File: config.mk
export PLATFORM = sky130hd
export DESIGN_NAME = polyphonic_voice_allocator
export DESIGN_NICKNAME = d
export VERILOG_FILES = /design/src/hw/rtl/pva_pkg.sv /design/src/hw/rtl/pva_ram.sv /design/src/hw/rtl/pva_scan.sv /design/src/hw/rtl/polyphonic_voice_allocator.sv
export SDC_FILE = /design/constraint.sdc
export NUM_CORES = 1
export LEC_CHECK = 0
export BUFFER_PORTS_ARGS = -buffer_cell sky130_fd_sc_hd__buf_4
export CORE_ASPECT_RATIO = 1.2
export CORE_MARGIN = 4
export CORE_UTILIZATION = 45
export CTS_CLUSTER_SIZE = 20
export DETAILED_ROUTE_END_ITERATION = 6
export SYNTH_ARGS = -nofsm -noshare
export SYNTH_HDL_FRONTEND = slang
export SYNTH_SLANG_ARGS = --single-unit
File: constraint.sdc
create_clock -name clock -period 4.5 [get_ports clock]
set_clock_uncertainty 0.05 [all_clocks]
set_input_delay 0.675 -clock clock [delete_from_list [all_inputs] [get_ports clock]]
set_output_delay 0.675 -clock clock [all_outputs]
set_load 0.03 [all_outputs]
File: src/hw/rtl/pva_pkg.sv
// pva_pkg: shared codes and widths for the polyphonic voice allocator
// no dependencies; imported by pva_scan and polyphonic_voice_allocator

package pva_pkg;

   localparam int NOTE_W  = 7;
   localparam int STAMP_W = 32;
   localparam int POLY_W  = 5;

   localparam logic [POLY_W-1:0] POLYPHONY_RESET = 5'd16;

   // input command codes
   typedef enum logic [1:0] {
      CMD_NOTE_ON  = 2'd0,
      CMD_NOTE_OFF = 2'd1,
      CMD_FINISHED = 2'd2,
      CMD_ALL_OFF  = 2'd3
   } pva_cmd_type;

   // result action codes
   typedef enum logic [1:0] {
      ACT_NONE        = 2'd0,
      ACT_TRIGGER     = 2'd1,
      ACT_RELEASE     = 2'd2,
      ACT_RELEASE_ALL = 2'd3
   } pva_action_type;

   // how a note-on slot was picked
   typedef enum logic [1:0] {
      HOW_RETRIGGER = 2'd0,
      HOW_FREE      = 2'd1,
      HOW_STOLEN    = 2'd2
   } pva_how_type;

   // control from the sequencer to the slot compare unit
   typedef struct packed {
      logic start;   // clear trackers before a pass
      logic valid;   // read data of one slot is present
      logic active;  // that slot's active mark
   } pva_scan_ctl_type;

   // flags back from the compare unit
   typedef struct packed {
      logic match_found;
      logic free_found;
   } pva_scan_res_type;

endpackage

File: src/hw/rtl/pva_ram.sv
// pva_ram: generic single-write, single-read ram with registered read
// no dependencies; holds slot note and stamp for the voice allocator

module pva_ram #(
   parameter int WIDTH = 39,
   parameter int DEPTH = 16
) (
   input  logic                                      clock,
   input  logic                                      wr_en,
   input  logic [((DEPTH > 1) ? $clog2(DEPTH) : 1)-1:0] wr_addr,
   input  logic [WIDTH-1:0]                          wr_data,
   input  logic [((DEPTH > 1) ? $clog2(DEPTH) : 1)-1:0] rd_addr,
   output logic [WIDTH-1:0]                          rd_data
);

   logic [WIDTH-1:0] mem_ff [DEPTH];
   logic [WIDTH-1:0] rd_data_ff;

   always_ff @(posedge clock) begin
      if (wr_en) begin
         mem_ff[wr_addr] <= wr_data;
      end
      rd_data_ff <= mem_ff[rd_addr];
   end

   assign rd_data = rd_data_ff;

endmodule

File: src/hw/rtl/pva_scan.sv
// pva_scan: shared compare unit that walks slots one per cycle
// depends on pva_pkg; finds same-note match, lowest free slot, oldest stamp, count

module pva_scan #(
   parameter int IDX_W = 4,
   parameter int CNT_W = 5
) (
   input  logic                                        clock,
   input  logic                                        reset,
   input  pva_pkg::pva_scan_ctl_type                   ctl,
   input  logic [IDX_W-1:0]                            slot_idx,
   input  logic [pva_pkg::NOTE_W-1:0]                  req_note,
   input  logic [pva_pkg::NOTE_W+pva_pkg::STAMP_W-1:0] slot_data,
   output pva_pkg::pva_scan_res_type                   res,
   output logic [IDX_W-1:0]                            match_idx,
   output logic [IDX_W-1:0]                            free_idx,
   output logic [IDX_W-1:0]                            oldest_idx,
   output logic [CNT_W-1:0]                            active_cnt
);
   import pva_pkg::*;

   logic                 match_found_ff, match_found_in;
   logic                 free_found_ff, free_found_in;
   logic                 first_ff, first_in;
   logic [IDX_W-1:0]     match_idx_ff, match_idx_in;
   logic [IDX_W-1:0]     free_idx_ff, free_idx_in;
   logic [IDX_W-1:0]     oldest_idx_ff, oldest_idx_in;
   logic [STAMP_W-1:0]   oldest_stamp_ff, oldest_stamp_in;
   logic [CNT_W-1:0]     cnt_ff, cnt_in;
   logic [NOTE_W-1:0]    slot_note;
   logic [STAMP_W-1:0]   slot_stamp;

   assign slot_note  = slot_data[NOTE_W-1:0];
   assign slot_stamp = slot_data[NOTE_W+STAMP_W-1:NOTE_W];

   always_comb begin
      match_found_in  = match_found_ff;
      free_found_in   = free_found_ff;
      first_in        = first_ff;
      match_idx_in    = match_idx_ff;
      free_idx_in     = free_idx_ff;
      oldest_idx_in   = oldest_idx_ff;
      oldest_stamp_in = oldest_stamp_ff;
      cnt_in          = cnt_ff;
      if (ctl.start) begin
         match_found_in = 1'b0;
         free_found_in  = 1'b0;
         first_in       = 1'b1;
         cnt_in         = '0;
      end else if (ctl.valid) begin
         first_in = 1'b0;
         if (ctl.active && (slot_note == req_note) && !match_found_ff) begin
            match_found_in = 1'b1;
            match_idx_in   = slot_idx;
         end
         if (!ctl.active && !free_found_ff) begin
            free_found_in = 1'b1;
            free_idx_in   = slot_idx;
         end
         // strict less-than keeps the lowest index on ties
         if (first_ff || (slot_stamp < oldest_stamp_ff)) begin
            oldest_idx_in   = slot_idx;
            oldest_stamp_in = slot_stamp;
         end
         if (ctl.active) begin
            cnt_in = cnt_ff + CNT_W'(1);
         end
      end
   end

   always_ff @(posedge clock) begin
      if (reset) begin
         match_found_ff <= 1'b0;
         free_found_ff  <= 1'b0;
         first_ff       <= 1'b1;
         cnt_ff         <= '0;
      end else begin
         match_found_ff <= match_found_in;
         free_found_ff  <= free_found_in;
         first_ff       <= first_in;
         cnt_ff         <= cnt_in;
      end
      match_idx_ff    <= match_idx_in;
      free_idx_ff     <= free_idx_in;
      oldest_idx_ff   <= oldest_idx_in;
      oldest_stamp_ff <= oldest_stamp_in;
   end

   assign res.match_found = match_found_ff;
   assign res.free_found  = free_found_ff;
   assign match_idx       = match_idx_ff;
   assign free_idx        = free_idx_ff;
   assign oldest_idx      = oldest_idx_ff;
   assign active_cnt      = cnt_ff;

endmodule

File: src/hw/rtl/polyphonic_voice_allocator.sv
// polyphonic_voice_allocator: top level, sequencer, active marks and result register
// depends on pva_pkg, pva_ram and pva_scan
//
// channel | dir | handshake             | payload
// --------+-----+-----------------------+------------------------------------------
// req     | in  | req_tvalid/req_tready | tuser command, tdata note..finished_voice
// rsp     | out | rsp_tvalid/rsp_tready | tuser action, tdata voice_index..count
// csr     | in  | csr_valid/csr_ready   | csr_data polyphony
//
// an item is accepted in idle; the used slots (1..MAX_VOICES) are then read in turn
// through the single ram read port and the shared compare unit, a drain state
// empties the read pipe, and the done state commits.
// reset is synchronous: all slots inactive, trigger counter zero, polyphony 16.
// a waiting result does not block the next accept; only the commit waits for it.

module polyphonic_voice_allocator #(
   parameter int MAX_VOICES = 16
) (
   input  logic        clock,
   input  logic        reset,
   input  logic        req_tvalid,
   output logic        req_tready,
   input  logic [1:0]  req_tuser,   // [1:0] command
   input  logic [63:0] req_tdata,   // note[6:0], velocity[22:7], attack_ms[38:23],
                                    // decay_ms[54:39], finished_voice[58:55], zero above
   output logic        rsp_tvalid,
   input  logic        rsp_tready,
   output logic [1:0]  rsp_tuser,   // [1:0] action
   output logic [71:0] rsp_tdata,   // voice_index[3:0], how_chosen[5:4], out_note[12:6],
                                    // out_velocity[28:13], out_attack_ms[44:29],
                                    // out_decay_ms[60:45], active_count[65:61], zero above
   input  logic        csr_valid,
   output logic        csr_ready,
   input  logic [4:0]  csr_data     // polyphony
);
   import pva_pkg::*;

   localparam int IDX_W = (MAX_VOICES > 1) ? $clog2(MAX_VOICES) : 1;
   localparam int CNT_W = $clog2(MAX_VOICES + 1);
   localparam int RAM_W = NOTE_W + STAMP_W;

   typedef enum logic [3:0] {
      ST_IDLE  = 4'b0001,
      ST_SCAN  = 4'b0010,
      ST_DRAIN = 4'b0100,
      ST_DONE  = 4'b1000
   } state_type;

   state_type            state_ff, state_in;
   logic [POLY_W-1:0]    polyphony_ff;
   logic [CNT_W-1:0]     used_n;
   logic [MAX_VOICES-1:0] active_ff, active_in;
   logic [STAMP_W-1:0]   counter_ff, counter_in;
   logic [IDX_W-1:0]     rd_idx_ff, rd_idx_in;
   logic                 cmp_valid_ff, cmp_valid_in;
   logic [IDX_W-1:0]     cmp_idx_ff;
   logic                 rd_last;

   // latched request
   pva_cmd_type          cmd_ff;
   logic [NOTE_W-1:0]    note_ff;
   logic [15:0]          vel_ff, att_ff, dec_ff;

   // result register
   logic                 rsp_valid_ff, rsp_valid_in;
   logic [1:0]           rsp_tuser_ff, rsp_tuser_in;
   logic [71:0]          rsp_tdata_ff, rsp_tdata_in;

   logic                 req_fire, commit;
   logic [3:0]           fin_voice;
   logic [RAM_W-1:0]     ram_rdata;
   logic                 ram_we;
   logic [IDX_W-1:0]     pick_idx;
   pva_how_type          pick_how;
   pva_action_type       act;
   logic [IDX_W-1:0]     out_idx;
   logic [CNT_W-1:0]     out_cnt;

   pva_scan_ctl_type     scan_ctl;
   pva_scan_res_type     scan_res;
   logic [IDX_W-1:0]     match_idx, free_idx, oldest_idx;
   logic [CNT_W-1:0]     scan_cnt;

   assign csr_ready  = 1'b1;
   assign req_tready = (state_ff == ST_IDLE);
   assign req_fire   = req_tvalid && req_tready;
   assign fin_voice  = req_tdata[58:55];
   assign commit     = (state_ff == ST_DONE) && (!rsp_valid_ff || rsp_tready);

   // zero acts as one slot, values past the slot count are clamped
   always_comb begin
      if (polyphony_ff == '0) begin
         used_n = CNT_W'(1);
      end else if (8'(polyphony_ff) > 8'(MAX_VOICES)) begin
         used_n = CNT_W'(MAX_VOICES);
      end else begin
         used_n = CNT_W'(polyphony_ff);
      end
   end

   assign rd_last = (CNT_W'(rd_idx_ff) == (used_n - CNT_W'(1)));

   // sequencer
   always_comb begin
      state_in     = state_ff;
      rd_idx_in    = rd_idx_ff;
      cmp_valid_in = 1'b0;
      unique case (state_ff)
         ST_IDLE: begin
            if (req_fire) begin
               state_in  = ST_SCAN;
               rd_idx_in = '0;
            end
         end
         ST_SCAN: begin
            cmp_valid_in = 1'b1;
            if (rd_last) begin
               state_in = ST_DRAIN;
            end else begin
               rd_idx_in = rd_idx_ff + IDX_W'(1);
            end
         end
         ST_DRAIN: begin
            state_in = ST_DONE;
         end
         ST_DONE: begin
            if (commit) begin
               state_in = ST_IDLE;
            end
         end
         default: begin
            state_in = ST_IDLE;
         end
      endcase
   end

   assign scan_ctl.start  = req_fire;
   assign scan_ctl.valid  = cmp_valid_ff;
   assign scan_ctl.active = active_ff[cmp_idx_ff];

   pva_ram #(
      .WIDTH (RAM_W),
      .DEPTH (MAX_VOICES)
   ) u_slot_ram (
      .clock   (clock),
      .wr_en   (ram_we),
      .wr_addr (pick_idx),
      .wr_data ({counter_ff + STAMP_W'(1), note_ff}),
      .rd_addr (rd_idx_ff),
      .rd_data (ram_rdata)
   );

   pva_scan #(
      .IDX_W (IDX_W),
      .CNT_W (CNT_W)
   ) u_scan (
      .clock      (clock),
      .reset      (reset),
      .ctl        (scan_ctl),
      .slot_idx   (cmp_idx_ff),
      .req_note   (note_ff),
      .slot_data  (ram_rdata),
      .res        (scan_res),
      .match_idx  (match_idx),
      .free_idx   (free_idx),
      .oldest_idx (oldest_idx),
      .active_cnt (scan_cnt)
   );

   // note-on slot choice: retrigger, then lowest free, then oldest
   always_comb begin
      if (scan_res.match_found) begin
         pick_idx = match_idx;
         pick_how = HOW_RETRIGGER;
      end else if (scan_res.free_found) begin
         pick_idx = free_idx;
         pick_how = HOW_FREE;
      end else begin
         pick_idx = oldest_idx;
         pick_how = HOW_STOLEN;
      end
   end

   assign ram_we = commit && (cmd_ff == CMD_NOTE_ON);

   // result assembly and state updates at commit; finished marks clear at accept
   always_comb begin
      act          = ACT_NONE;
      out_idx      = '0;
      out_cnt      = scan_cnt;
      active_in    = active_ff;
      counter_in   = counter_ff;
      rsp_valid_in = rsp_valid_ff && !rsp_tready;
      rsp_tuser_in = rsp_tuser_ff;
      rsp_tdata_in = rsp_tdata_ff;

      // voice finished clears its mark before the scan counts
      if (req_fire && (pva_cmd_type'(req_tuser) == CMD_FINISHED)) begin
         for (int i = 0; i < MAX_VOICES; i++) begin
            if (8'(fin_voice) == 8'(i)) begin
               active_in[i] = 1'b0;
            end
         end
      end

      case (cmd_ff)
         CMD_NOTE_ON: begin
            act     = ACT_TRIGGER;
            out_idx = pick_idx;
            if (pick_how == HOW_FREE) begin
               out_cnt = scan_cnt + CNT_W'(1);
            end
         end
         CMD_NOTE_OFF: begin
            if (scan_res.match_found) begin
               act     = ACT_RELEASE;
               out_idx = match_idx;
            end
         end
         CMD_ALL_OFF: begin
            act = ACT_RELEASE_ALL;
         end
         default: begin
            act = ACT_NONE;
         end
      endcase

      if (commit) begin
         if (cmd_ff == CMD_NOTE_ON) begin
            counter_in = counter_ff + STAMP_W'(1);
            for (int i = 0; i < MAX_VOICES; i++) begin
               if (pick_idx == IDX_W'(i)) begin
                  active_in[i] = 1'b1;
               end
            end
         end
         rsp_valid_in = 1'b1;
         rsp_tuser_in = act;
         rsp_tdata_in = '0;
         rsp_tdata_in[3:0]   = 4'(out_idx);
         rsp_tdata_in[65:61] = 5'(out_cnt);
         if (act == ACT_TRIGGER) begin
            rsp_tdata_in[5:4]   = pick_how;
            rsp_tdata_in[12:6]  = note_ff;
            rsp_tdata_in[28:13] = vel_ff;
            rsp_tdata_in[44:29] = att_ff;
            rsp_tdata_in[60:45] = dec_ff;
         end else if (act == ACT_RELEASE) begin
            // matched slot holds the same note
            rsp_tdata_in[12:6] = note_ff;
         end
      end
   end

   always_ff @(posedge clock) begin
      if (reset) begin
         state_ff     <= ST_IDLE;
         polyphony_ff <= POLYPHONY_RESET;
         active_ff    <= '0;
         counter_ff   <= '0;
         cmp_valid_ff <= 1'b0;
         rsp_valid_ff <= 1'b0;
      end else begin
         state_ff     <= state_in;
         active_ff    <= active_in;
         counter_ff   <= counter_in;
         cmp_valid_ff <= cmp_valid_in;
         rsp_valid_ff <= rsp_valid_in;
         if (csr_valid && csr_ready) begin
            polyphony_ff <= csr_data;
         end
      end
      rd_idx_ff    <= rd_idx_in;
      cmp_idx_ff   <= rd_idx_ff;
      rsp_tuser_ff <= rsp_tuser_in;
      rsp_tdata_ff <= rsp_tdata_in;
      if (req_fire) begin
         cmd_ff  <= pva_cmd_type'(req_tuser);
         note_ff <= req_tdata[6:0];
         vel_ff  <= req_tdata[22:7];
         att_ff  <= req_tdata[38:23];
         dec_ff  <= req_tdata[54:39];
      end
   end

   assign rsp_tvalid = rsp_valid_ff;
   assign rsp_tuser  = rsp_tuser_ff;
   assign rsp_tdata  = rsp_tdata_ff;

endmodule
==> results of run 1 <==
## stage by stage
| step | area, um2 | utilization | total power (W) | hold WS [ps] |
|---|---|---|---|---|
| after floorplan | 34600 | - | 0.0102 | 296 |
| after CTS | 40100 | 0.526 | 0.0181 | 104 |
| final | 40100 | 0.526 | 0.0178 | 159 |
| after global routing | 40100 | 0.526 | 0.0185 | 126 |
| after global placement | 37100 | 0.487 | 0.0105 | 364 |
| after detailed placement | 37100 | 0.487 | 0.0106 | 371 |
## sequential cells by signal, summed over array words and instances (netlist names), 16 cells and up
| name | count |
|---|---|
| att_ff | 16 |
| u_slot_ram.rd_data | 39 |
| counter_ff | 32 |
| u_scan.oldest_stamp_ff | 32 |
| dec_ff | 16 |
| rsp_tdata | 66 |
| active_ff | 16 |
| u_slot_ram.mem_ff | 624 |
| vel_ff | 16 |
## area by class of cell
cell class,instances,area share
clock buffers,116,0.0624
clock inverters,49,0.0117
inverters,60,0.00561
multi-input cells,727,0.196
flip-flops and latches,907,0.651
well taps,1017,0.0317
repair buffers,187,0.0406
## synthesized netlist by cell type, types with 2 or more instances
cell	instances
sky130_fd_sc_hd__a2111oi_0	2
sky130_fd_sc_hd__a211o_1	2
sky130_fd_sc_hd__a21o_1	2
sky130_fd_sc_hd__a21oi_1	39
sky130_fd_sc_hd__a31oi_1	5
sky130_fd_sc_hd__and2_1	52
sky130_fd_sc_hd__and3_1	6
sky130_fd_sc_hd__buf_1	16
sky130_fd_sc_hd__buf_2	14
sky130_fd_sc_hd__buf_4	8
sky130_fd_sc_hd__clkbuf_1	38
sky130_fd_sc_hd__conb_1	2
sky130_fd_sc_hd__dfxtp_1	110
sky130_fd_sc_hd__edfxtp_1	797
sky130_fd_sc_hd__ha_1	37
sky130_fd_sc_hd__inv_1	60
sky130_fd_sc_hd__mux2i_1	10
sky130_fd_sc_hd__mux4_1	3
sky130_fd_sc_hd__mux4_2	197
sky130_fd_sc_hd__nand2_1	59
sky130_fd_sc_hd__nand2b_1	8
sky130_fd_sc_hd__nand3_1	24
sky130_fd_sc_hd__nand3b_1	3
sky130_fd_sc_hd__nand4_1	14
sky130_fd_sc_hd__nor2_1	85
sky130_fd_sc_hd__nor2b_1	11
sky130_fd_sc_hd__nor3_1	10
sky130_fd_sc_hd__nor3_2	2
sky130_fd_sc_hd__nor3b_2	2
sky130_fd_sc_hd__nor4_1	3
sky130_fd_sc_hd__o211ai_1	2
sky130_fd_sc_hd__o21a_1	4
sky130_fd_sc_hd__o21ai_0	29
sky130_fd_sc_hd__o21ai_1	7
sky130_fd_sc_hd__o22ai_1	2
sky130_fd_sc_hd__o31ai_1	2
sky130_fd_sc_hd__or3_1	9
sky130_fd_sc_hd__xnor2_1	30
sky130_fd_sc_hd__xor2_1	45
## cells in the final DEF (no fill, tap or decap), drive strengths merged, types with 3 or more instances in the layout
cell type	synthesis	final
nor2b	11	11
ha	37	37
nor2	85	85
a21oi	39	39
xor2	45	45
nand4	16	16
nor3	12	12
nand2	59	59
xnor2	30	30
nand3	24	24
nand3b	3	3
dfxtp	110	110
buf	39	187
or3	9	9
clkbuf	38	116
o21ai	36	36
and2	53	53
clkinv	0	35
o21a	4	4
nand2b	8	8
and3	6	6
edfxtp	797	797
nor4	3	3
inv	60	63
a31oi	5	5
mux4	200	200
mux2i	10	10
conb	2	7
bufinv	0	9
## kinds of logic (layout without fill, tap and decap cells)
| group | Yosys count | after routing | share of synthesized area |
|---|---|---|---|
| AOI/OAI and AO/OA | 100 | 100 | 0.0163 |
| xor gates and xnor gates | 75 | 75 | 0.0190 |
| muxes | 211 | 211 | 0.134 |
| other | 2 | 7 | 0.000217 |
| buffers and inverters | 137 | 412 | 0.0165 |
| DFF | 907 | 907 | 0.757 |
| and+or+nand+nor | 297 | 297 | 0.0441 |
| adders and majority gates | 37 | 37 | 0.0134 |
## power groups by stage
stage	clock network (W)	registers, W	logic, W
4_1_cts	0.00768	0.00936	0.00102
6_report	0.00750	0.00935	0.000996
3_5_place_dp	0	0.00953	0.00102
2_1_floorplan	0	0.00952	0.000699
5_1_grt	0.00803	0.00937	0.00108
3_3_place_gp	0	0.00952	0.00101
## layer usage
| layer | vias up | share of wire |
|---|---|---|
| li1 | 7363 | - |
| met1 | 8649 | 0.41 |
| met2 | 433 | 0.51 |
| met3 | 132 | 0.053 |
| met4 | 0 | 0.028 |
| met5 | - | 0 |
## critical path, cell delays in order (launching register included)
cell and delay, ps:
sky130_fd_sc_hd__dfxtp_1 430, sky130_fd_sc_hd__or4b_1 560, sky130_fd_sc_hd__nor3b_2 250, sky130_fd_sc_hd__buf_4 350, sky130_fd_sc_hd__nand2b_1 120, sky130_fd_sc_hd__nor2_1 240
sky130_fd_sc_hd__nand2_1 130, sky130_fd_sc_hd__inv_2 430, sky130_fd_sc_hd__buf_4 430
## worst max path at each step
| stage | to | slack, ps | start | cells past startpoint |
|---|---|---|---|---|
| floorplan | counter_ff[22] | 810 | state_ff[0] | 6 |
| global placement | u_slot_ram.mem_ff[0][38] | 1210 | state_ff[0] | 8 |
| detailed placement | u_scan.oldest_stamp_ff[30] | 1170 | req_tvalid | 7 |
| CTS | u_slot_ram.mem_ff[5][5] | 1150 | state_ff[0] | 8 |
| global route | u_slot_ram.mem_ff[9][9] | 970 | state_ff[0] | 8 |
| finish | u_slot_ram.mem_ff[4][30] | 1150 | state_ff[3] | 8 |
==> qor.tcl, run 1 <==
set qor(status) {finished clean}
set qor(preCtsSetupSlack_ps) 1170
set qor(p_leak_nw) 12.3
set qor(routedWlPerCell_um) 24.0
set qor(pwr-share-comb) 0.056
set qor(ctsLongestPathBuffers) 3
set qor(synth-edff-count) 797
set qor(end_point_of_the_worst_hold_path) {vel_ff[8]}
set qor(area.growth.synth_to_final_pct) 16.1
set qor(cts_resized) 0
set qor(synth.area.top_cells) {sky130_fd_sc_hd__edfxtp_1 69%, sky130_fd_sc_hd__mux4_2 13%, sky130_fd_sc_hd__dfxtp_1 6.4%}
set qor(clock_insertion_delay_worst_skew_ps) 650
set qor(fill_cells) 5924
set qor(sw_share) 0.208
set qor(number_of_rows_created_at_floorplan) 111
set qor(reg2regPathDepth) 8
set qor(synthesis.area_um2) 34500
set qor(async_reset_ff_frac) 0
set qor(cts_htree_levels) 3
set qor(fin_cells) 3063
set qor(grt.total_usage) 0.182
set qor(first_global_vias) 17477
set qor(relative_contribution_of_the_clock_network_to_total_power) 0.420
set qor(cp_data_arrival_time_ps) 3590
set qor(setup_repair_after_global_routing_missed_its_margin) {no}
set qor(die_width_um) 261
set qor(postRouteWirelength_mm) 73.5
set qor(crit-reg2reg-launch) {state_ff[3]}
set qor(ys.flop_type) {sky130_fd_sc_hd__edfxtp_1}
set qor(cap_viol_max_count) 0
set qor(grt_antenna_before_repair) 0
set qor(timing_hold_violations_final) 0
set qor(core-area_um2) 76200
set qor(layout.area.seq_um2) 26100
set qor(floorplan.die_area_um2) 81300
set qor(slew_headroom) 0.124
set qor(tritoncts) {done}
set qor(dpl.hpwl_mm) 42.0
set qor(drtPass1Iterations) 4
set qor(critPathMaxFanout) 20
set qor(busiest_layer) {met2}
set qor(ys_seq_elements) 907
set qor(post_synthesis_area_per_instance_um2) 19.6
set qor(period_needed_ps) 3350
set qor(vias_per_cell) 5.41
set qor(post-route-period-util) 0.744
set qor(layout.nets) 2085
set qor(post_synth_top_area_cell) {sky130_fd_sc_hd__edfxtp_1}
set qor(power_report.internal_total_w) 0.0141
set qor(worstHoldPathCells) 1
set qor(insertedDiodeCount) 0
set qor(final_critical_path_setup_slack_ps) 1150
set qor(die_y_um) 312
set qor(pin_count) 153
set qor(switching_power_w) 0.00372
set qor(path_type_of_the_worst_setup_path) {reg -> reg}
set qor(synthesis.yosys.warnings) 0
set qor(initial_cell_density_of_the_core) 0.453
set qor(grt_use_met1) 0.236
set qor(worst_setup_path_end_kind) {register}
set qor(gp_congestion) 0.787
set qor(startpoint_type) {register}
set qor(place_inst) 2898
set qor(synth_cells) 1766
set qor(detail-route-antenna-nets) 0
set qor(drt-initial-drc-count) 1432
set qor(clock-sinks) 907
set qor(worst_setup_hold_path_clk_slew_ps) 60
set qor(grt_max_degree) 100
set qor(detail_route.drc_violations) 0
set qor(power_frac_seq) 0.524
set qor(multi_input_comb_area_um2) 7880
set qor(grt_remaining_overflow) 0
set qor(layout-drive-gt1-share) 0.268
set qor(number_of_buffers_inserted_to_repair_setup_after_cts) 0
set qor(grtUsageMet2) 0.315
set qor(use_met3) 0.0303
set qor(hp-class) {in -> reg}
set qor(vias) 16577
set qor(netlist.area_leader.share) 0.693
set qor(report.final.setup_viol) 0
set qor(reg2reg_to) {u_slot_ram.mem_ff[4][30]}
set qor(numCtsBuffers) 89
set qor(regToRegSetupSlack_ps) 1150
set qor(hold_path_startpoint) {req_tdata[15]}
set qor(tightestPinTransition_ps) 1300
set qor(grt_pass1_wl_mm) 110
set qor(cts.hold.buffers_added) 0
set qor(max_freq_ghz) 0.299
set qor(worstPathRequired_ps) 4740
set qor(number_of_slew_limit_violations_in_the_final_report) 0
set qor(synth-seq-area-share) 0.757
set qor(power-per-cell-area_nw_per_um2) 445
set qor(ir_drop_v) 0.000277
set qor(clockRootBuffer) {sky130_fd_sc_hd__clkbuf_16}
set qor(number_of_different_library_cells_in_the_post_synthesis_netlist) 54
set qor(setup_total_negative_slack_ps) 0
set qor(port-buffer-count) 140
Note: power is estimated with default switching activity, not from simulation.
==> inputs of run 2 (changes only) <==
==> constraint.sdc (replaced) <==
create_clock -name clock -period 3.3 [get_ports clock]
set_clock_uncertainty 0.05 [all_clocks]
set_input_delay 0.495 -clock clock [delete_from_list [all_inputs] [get_ports clock]]
set_output_delay 0.495 -clock clock [all_outputs]
set_load 0.03 [all_outputs]
==> qor.tcl, run 2 (synthesis gave the netlist of run 1 again) <==
set qor(area.growth.synth_to_final_pct) 18.9
set qor(mostFrequentLayoutCells) {797 x sky130_fd_sc_hd__edfxtp_1, 197 x sky130_fd_sc_hd__mux4_2, 193 x sky130_fd_sc_hd__buf_4}
set qor(drt-initial-drc-count) 1410 ;# -1.5%
set qor(number_of_buffers_inserted_to_repair_setup_after_cts) 0 ;# unchanged
set qor(dpl.hpwl_mm) 42.2 ;# +0.48%
set qor(stdcell_area_um2) 41100 ;# +2.4%
set qor(place_inst) 2929 ;# +1.1%
set qor(drtPass1Iterations) 5 ;# +1
set qor(grt.total_usage) 0.188 ;# +0.00546
set qor(die_y_um) 312 ;# unchanged
set qor(p_leak_nw) 12.8 ;# +3.8%
set qor(relative_contribution_of_the_clock_network_to_total_power) 0.421 ;# about the same
set qor(initial_cell_density_of_the_core) 0.453 ;# unchanged
set qor(die_width_um) 261 ;# unchanged
set qor(cts_htree_levels) 3 ;# unchanged
set qor(status) {finished clean}
set qor(detail_route.drc_violations) 0 ;# unchanged
set qor(tightestPinTransition_ps) 1270 ;# -33.2 ps
set qor(totalPowerFinal_w) 0.0246 ;# +38%
set qor(layout.nets) 2176 ;# +4.4%
set qor(grt_antenna_before_repair) 0 ;# unchanged
set qor(insertedDiodeCount) 0 ;# unchanged
set qor(fin_cells) 3152 ;# +2.9%
set qor(grt_pass1_wl_mm) 113 ;# +3.0%
set qor(gp_congestion) 0.760 ;# -3.4%
set qor(pwr-share-comb) 0.061 ;# +0.005
set qor(final_critical_path_setup_slack_ps) 233 ;# -917 ps
set qor(cp_data_arrival_time_ps) 3370 ;# -220 ps
set qor(critPathMaxFanout) 20 ;# unchanged
set qor(core-area_um2) 76200 ;# unchanged
set qor(post-route-period-util) 0.929 ;# +0.185
set qor(cap_viol_max_count) 0 ;# unchanged
set qor(vias) 17012 ;# +2.6%
set qor(setup_total_negative_slack_ps) 0 ;# unchanged
set qor(setup_repair_after_global_routing_missed_its_margin) {no}
set qor(power-per-cell-area_nw_per_um2) 598 ;# +34%
set qor(tritoncts) {done}
set qor(period_needed_ps) 3070 ;# -283 ps
set qor(grt_max_degree) 69 ;# -31%
set qor(numCtsBuffers) 88 ;# -1.1%
set qor(worst_setup_path_end_kind) {register}
set qor(max_freq_ghz) 0.326 ;# +9.2%
set qor(max_reg_flops) 624 ;# unchanged
set qor(path_type_of_the_worst_setup_path) {reg -> reg}
set qor(clock-sinks) 907 ;# unchanged
set qor(power_report.internal_total_w) 0.0195 ;# +38%
set qor(switching_power_w) 0.00509 ;# +37%
set qor(power_frac_seq) 0.518 ;# -0.006
set qor(worstPathRequired_ps) 3600 ;# -1140 ps
set qor(port-buffer-count) 140 ;# unchanged
set qor(ctsLongestPathBuffers) 3 ;# unchanged
set qor(postRouteWirelength_mm) 75.5 ;# +2.7%
set qor(layout-drive-gt1-share) 0.273 ;# +0.00427
set qor(vias_per_cell) 5.40 ;# -0.27%
set qor(clockRootBuffer) {sky130_fd_sc_hd__clkbuf_16}
set qor(grt_remaining_overflow) 0 ;# unchanged
set qor(startpoint_type) {register}
set qor(number_of_rows_created_at_floorplan) 111 ;# unchanged
set qor(first_global_vias) 17973 ;# +2.8%
set qor(hp-class) {in -> reg}
set qor(worst_setup_hold_path_clk_slew_ps) 60 ;# about the same
set qor(ir_drop_v) 0.000380 ;# +37%
set qor(layout.cells.most_common) {sky130_fd_sc_hd__edfxtp_1}
set qor(clock_insertion_delay_worst_skew_ps) 650 ;# about the same
set qor(preCtsSetupSlack_ps) 110 ;# -1060 ps
set qor(routedWlPerCell_um) 23.9 ;# -0.24%
set qor(pin_count) 153 ;# unchanged
set qor(slew_headroom) 0.146 ;# +0.0223
set qor(timing_hold_violations_final) 0 ;# unchanged
set qor(floorplan.die_area_um2) 81300 ;# unchanged
set qor(report.final.setup_viol) 0 ;# unchanged
set qor(registers.top_by_ff_count) {u_slot_ram.mem_ff}
set qor(dpl-instance-area_um2) 37500 ;# +0.86%
set qor(number_of_slew_limit_violations_in_the_final_report) 0 ;# unchanged
set qor(detail-route-antenna-nets) 0 ;# unchanged
set qor(sw_share) 0.207 ;# -0.00136
[run 2: cell types whose count changed in the layout (fill, tap and decap cells not counted)]
cell and delta:
sky130_fd_sc_hd__inv_6 +1, sky130_fd_sc_hd__clkinv_8 +1, sky130_fd_sc_hd__inv_8 -1, sky130_fd_sc_hd__clkbuf_1 +2, sky130_fd_sc_hd__bufinv_16 +1, sky130_fd_sc_hd__dlygate4sd3_1 +61, sky130_fd_sc_hd__clkinvlp_4 -2, sky130_fd_sc_hd__clkbuf_8 +9
sky130_fd_sc_hd__buf_12 +7, sky130_fd_sc_hd__buf_4 +24, sky130_fd_sc_hd__clkinv_1 -7, sky130_fd_sc_hd__clkbuf_16 -3, sky130_fd_sc_hd__clkinv_2 -4
[run 2: worst paths after layout]
check / startpoint / end / slack (ps) / cells past startpoint
max: u_scan.oldest_stamp_ff[31] / u_scan.oldest_stamp_ff[30] / 230 / 8
max reg2reg: u_scan.oldest_stamp_ff[31] / u_scan.oldest_stamp_ff[30] / 230 / 8
min reg2reg: u_slot_ram.rd_data[7] / u_scan.oldest_stamp_ff[0] / 400 / 0
min: csr_data[3] / polyphony_ff[3] / 60 / 3
[run 2: critical path, stage by stage, from the launching register on]
cell                        delay, ps
sky130_fd_sc_hd__edfxtp_1         320
sky130_fd_sc_hd__inv_1             50
sky130_fd_sc_hd__ha_1             300
sky130_fd_sc_hd__nand4_1          240
sky130_fd_sc_hd__nor4_1           780
sky130_fd_sc_hd__a2111oi_0        340
sky130_fd_sc_hd__o211ai_1         290
sky130_fd_sc_hd__o22ai_4          120
sky130_fd_sc_hd__buf_4            260
[run 2: timing repair]
action	in CTS	in global routing
gates resized for setup	0	0
hold buffers	61	0
endpoints found under the hold margin	61	0
[run 2: area by class of cell]
class | count | area (um2)
multi-input combinational | 727 | 7880
sequential | 907 | 26100
clock inverter | 38 | 452
inverter | 60 | 225
clock buffer | 124 | 2560
tap | 1017 | 1270
timing repair buffer | 279 | 2560
fill | 5840 | 35200
[run 2: metal layers]
metal  track usage  up-vias  share of wire
met4        0.0575        0          0.024
li1              -     7559              -
met5             0        -              0
met3        0.0283      110          0.055
met1         0.247     8829           0.41
met2         0.324      514           0.51
[run 2: power by group through the flow]
stage	Clock (W)	Sequential, W	Combinational [W]
2_1_floorplan	0	0.0130	0.000954
3_3_place_gp	0	0.0130	0.00146
3_5_place_dp	0	0.0130	0.00147
4_1_cts	0.0106	0.0127	0.00154
5_1_grt	0.0111	0.0127	0.00163
6_report	0.0104	0.0127	0.00149
[run 2: per-stage QoR]
stage          hold WS, ps  utilization
3_5_place_dp           379        0.491
4_1_cts               6.68        0.539
5_1_grt               58.0        0.539
3_3_place_gp           365        0.491
6_report              58.2        0.539
2_1_floorplan          296            -
==> inputs of run 3 (changes only) <==
--- a/config.mk
+++ b/config.mk
@@ -6,11 +6,14 @@
 export NUM_CORES = 1
 export LEC_CHECK = 0
 export BUFFER_PORTS_ARGS = -buffer_cell sky130_fd_sc_hd__buf_4
+export CELL_PAD_IN_SITES_DETAIL_PLACEMENT = 1
+export CELL_PAD_IN_SITES_GLOBAL_PLACEMENT = 2
 export CORE_ASPECT_RATIO = 1.2
 export CORE_MARGIN = 4
 export CORE_UTILIZATION = 45
 export CTS_CLUSTER_SIZE = 20
 export DETAILED_ROUTE_END_ITERATION = 6
+export PLACE_DENSITY_LB_ADDON = 0.1
 export SYNTH_ARGS = -nofsm -noshare
 export SYNTH_HDL_FRONTEND = slang
 export SYNTH_SLANG_ARGS = --single-unit
==> qor.tcl, run 3 (synthesis gave the netlist of run 1 again) <==
set qor(drtPass1Iterations) 5 ;# unchanged
set qor(cts.hold.buffers_added) 58 ;# -4.9%
set qor(fin_worst_hold_slack_ps) 63.7 ;# +5.46 ps
set qor(vias) 17080 ;# +0.40%
set qor(worstHoldPathCells) 3 ;# unchanged
set qor(die_width_um) 261 ;# unchanged
set qor(report.final.setup_viol) 0 ;# unchanged
set qor(clock-sinks) 907 ;# unchanged
set qor(clockRootBuffer) {sky130_fd_sc_hd__clkbuf_16}
set qor(grt.total_usage) 0.201 ;# +0.0129
set qor(tightestPinTransition_ps) 1370 ;# +101 ps
set qor(hp-class) {in -> reg}
set qor(status) {finished clean}
set qor(grt_antenna_before_repair) 0 ;# unchanged
set qor(cts_htree_levels) 3 ;# unchanged
set qor(layout-drive-gt1-share) 0.273 ;# about the same
set qor(grt_remaining_overflow) 0 ;# unchanged
set qor(area.growth.synth_to_final_pct) 19.2
set qor(fin_cells) 3159 ;# +0.22%
set qor(port-buffer-count) 140 ;# unchanged
set qor(routedWlPerCell_um) 25.6 ;# +7.1%
set qor(regToRegSetupSlack_ps) 390 ;# +160 ps
set qor(layout.nets) 2179 ;# +0.14%
set qor(grt_max_degree) 69 ;# unchanged
set qor(gp_congestion) 0.738 ;# -2.8%
set qor(hold_path_startpoint) {csr_data[3]}
set qor(initial_cell_density_of_the_core) 0.453 ;# unchanged
set qor(setup.worst_path.start) {state_ff[3]}
set qor(dpl.hpwl_mm) 46.4 ;# +10%
set qor(startpoint_type) {register}
set qor(pin_count) 153 ;# unchanged
set qor(reg2regPathDepth) 7 ;# -1
set qor(crit-reg2reg-launch) {state_ff[3]}
set qor(worstPathRequired_ps) 3570 ;# -30 ps
set qor(numCtsBuffers) 92 ;# +4.5%
set qor(number_of_rows_created_at_floorplan) 111 ;# unchanged
set qor(registers.top_by_ff_count) {u_slot_ram.mem_ff}
set qor(insertedDiodeCount) 0 ;# unchanged
set qor(critPathMaxFanout) 22 ;# +10%
set qor(max_reg_flops) 624 ;# unchanged
set qor(cp_data_arrival_time_ps) 3180 ;# -190 ps
set qor(postRouteWirelength_mm) 81.0 ;# +7.4%
set qor(end_point_of_the_worst_hold_path) {polyphony_ff[3]}
set qor(p_leak_nw) 12.8 ;# +0.13%
set qor(power-per-cell-area_nw_per_um2) 600 ;# +0.30%
set qor(die_y_um) 312 ;# unchanged
set qor(vias_per_cell) 5.41 ;# +0.18%
set qor(place_inst) 2931 ;# +0.068%
set qor(core-area_um2) 76200 ;# unchanged
set qor(setup_repair_after_global_routing_missed_its_margin) {no}
set qor(post-route-period-util) 0.882 ;# -0.0473
set qor(slew_headroom) 0.0782 ;# -0.0681
set qor(multi_input_comb_area_um2) 7900 ;# +0.17%
set qor(fill_cells) 6711 ;# +15%
set qor(detail_route.drc_violations) 0 ;# unchanged
set qor(drt-initial-drc-count) 1075 ;# -24%
set qor(max_freq_ghz) 0.344 ;# +5.4%
set qor(cap_viol_max_count) 0 ;# unchanged
set qor(tritoncts) {done}
set qor(clock_insertion_delay_worst_skew_ps) 650 ;# about the same
set qor(ctsLongestPathBuffers) 3 ;# unchanged
set qor(path_type_of_the_worst_setup_path) {reg -> reg}
set qor(layout.cells.most_common) {sky130_fd_sc_hd__edfxtp_1}
set qor(number_of_buffers_inserted_to_repair_setup_after_cts) 0 ;# unchanged
set qor(ir_drop_v) 0.000740 ;# +95%
set qor(worst_setup_hold_path_clk_slew_ps) 60 ;# about the same
set qor(number_of_slew_limit_violations_in_the_final_report) 0 ;# unchanged
set qor(cts_resized) 0 ;# unchanged
set qor(reg2reg_to) {u_slot_ram.mem_ff[8][32]}
set qor(grt_pass1_wl_mm) 120 ;# +6.2%
set qor(mostFrequentLayoutCells) {797 x sky130_fd_sc_hd__edfxtp_1, 197 x sky130_fd_sc_hd__mux4_2, 189 x sky130_fd_sc_hd__buf_4}
set qor(period_needed_ps) 2910 ;# -156 ps
set qor(timing_hold_violations_final) 0 ;# unchanged
set qor(setup_total_negative_slack_ps) 0 ;# unchanged
set qor(worst_setup_path_end_kind) {register}
set qor(detail-route-antenna-nets) 0 ;# unchanged
set qor(floorplan.die_area_um2) 81300 ;# unchanged
set qor(first_global_vias) 18494 ;# +2.9%
set qor(layout.area.seq_um2) 26100 ;# unchanged
==> run 3: cell count changes in the layout (fill, tap and decap cells not counted), moves of 2 or more <==
cell / before / now
sky130_fd_sc_hd__buf_4: 193 / 189
sky130_fd_sc_hd__inv_16: 0 / 2
sky130_fd_sc_hd__clkinv_2: 15 / 17
sky130_fd_sc_hd__clkbuf_16: 90 / 95
sky130_fd_sc_hd__inv_6: 3 / 1
sky130_fd_sc_hd__buf_12: 25 / 31
sky130_fd_sc_hd__clkbuf_8: 18 / 6
sky130_fd_sc_hd__clkinvlp_4: 0 / 5
sky130_fd_sc_hd__clkinv_1: 9 / 12
sky130_fd_sc_hd__dlygate4sd3_1: 61 / 58
sky130_fd_sc_hd__clkbuf_1: 16 / 22
==> run 3: per-layer routing <==
layer	part of all wire	vias to the layer above	global-route usage
met1	0.40	9002	0.254
met3	0.049	106	0.0281
met2	0.54	418	0.362
met5	0	-	0.00302
li1	-	7554	-
met4	0.020	0	0.0530
==> run 3: layout make-up <==
| class | count | area share |
|---|---|---|
| well taps | 1017 | 0.0309 |
| multi-input cells | 727 | 0.192 |
| clock inverters | 47 | 0.0120 |
| clock buffers | 123 | 0.0617 |
| repair buffers | 278 | 0.0636 |
| inverters | 60 | 0.00547 |
| flip-flops and latches | 907 | 0.635 |
==> run 3: per-stage QoR <==
step	setup WS, ps	util	power, W	instance area (um2)
floorplan	16.8	-	0.0139	34600
global placement	412	0.493	0.0144	37600
detailed placement	393	0.493	0.0145	37600
CTS	353	0.540	0.0251	41200
global route	159	0.540	0.0257	41200
finish	389	0.540	0.0247	41200
==> run 3: worst max-delay path by stage <==
stage,endpoint,cells after the start
floorplan,u_scan.match_idx[0],4
finish,u_slot_ram.mem_ff[8][32],7
detailed placement,u_slot_ram.mem_ff[8][31],7
CTS,u_slot_ram.mem_ff[8][31],7
global placement,u_slot_ram.mem_ff[8][1],7
global route,u_slot_ram.mem_ff[8][31],7
==> run 3: power breakdown <==
group	total, W	leakage (nW)	switching (W)	internal [W]
logic	0.00151	4.02	0.000813	0.000695
registers	0.0127	7.27	0.000114	0.0126
clock network	0.0105	1.48	0.00434	0.00613
==> run 3: critical path, stage by stage, from the launching register on <==
cell and delay [ps]:
sky130_fd_sc_hd__dfxtp_1 430, sky130_fd_sc_hd__or4b_1 590, sky130_fd_sc_hd__nor3b_4 420, sky130_fd_sc_hd__nand2b_1 130, sky130_fd_sc_hd__nor2_1 220, sky130_fd_sc_hd__nand2_1 140, sky130_fd_sc_hd__inv_2 320, sky130_fd_sc_hd__buf_12 280
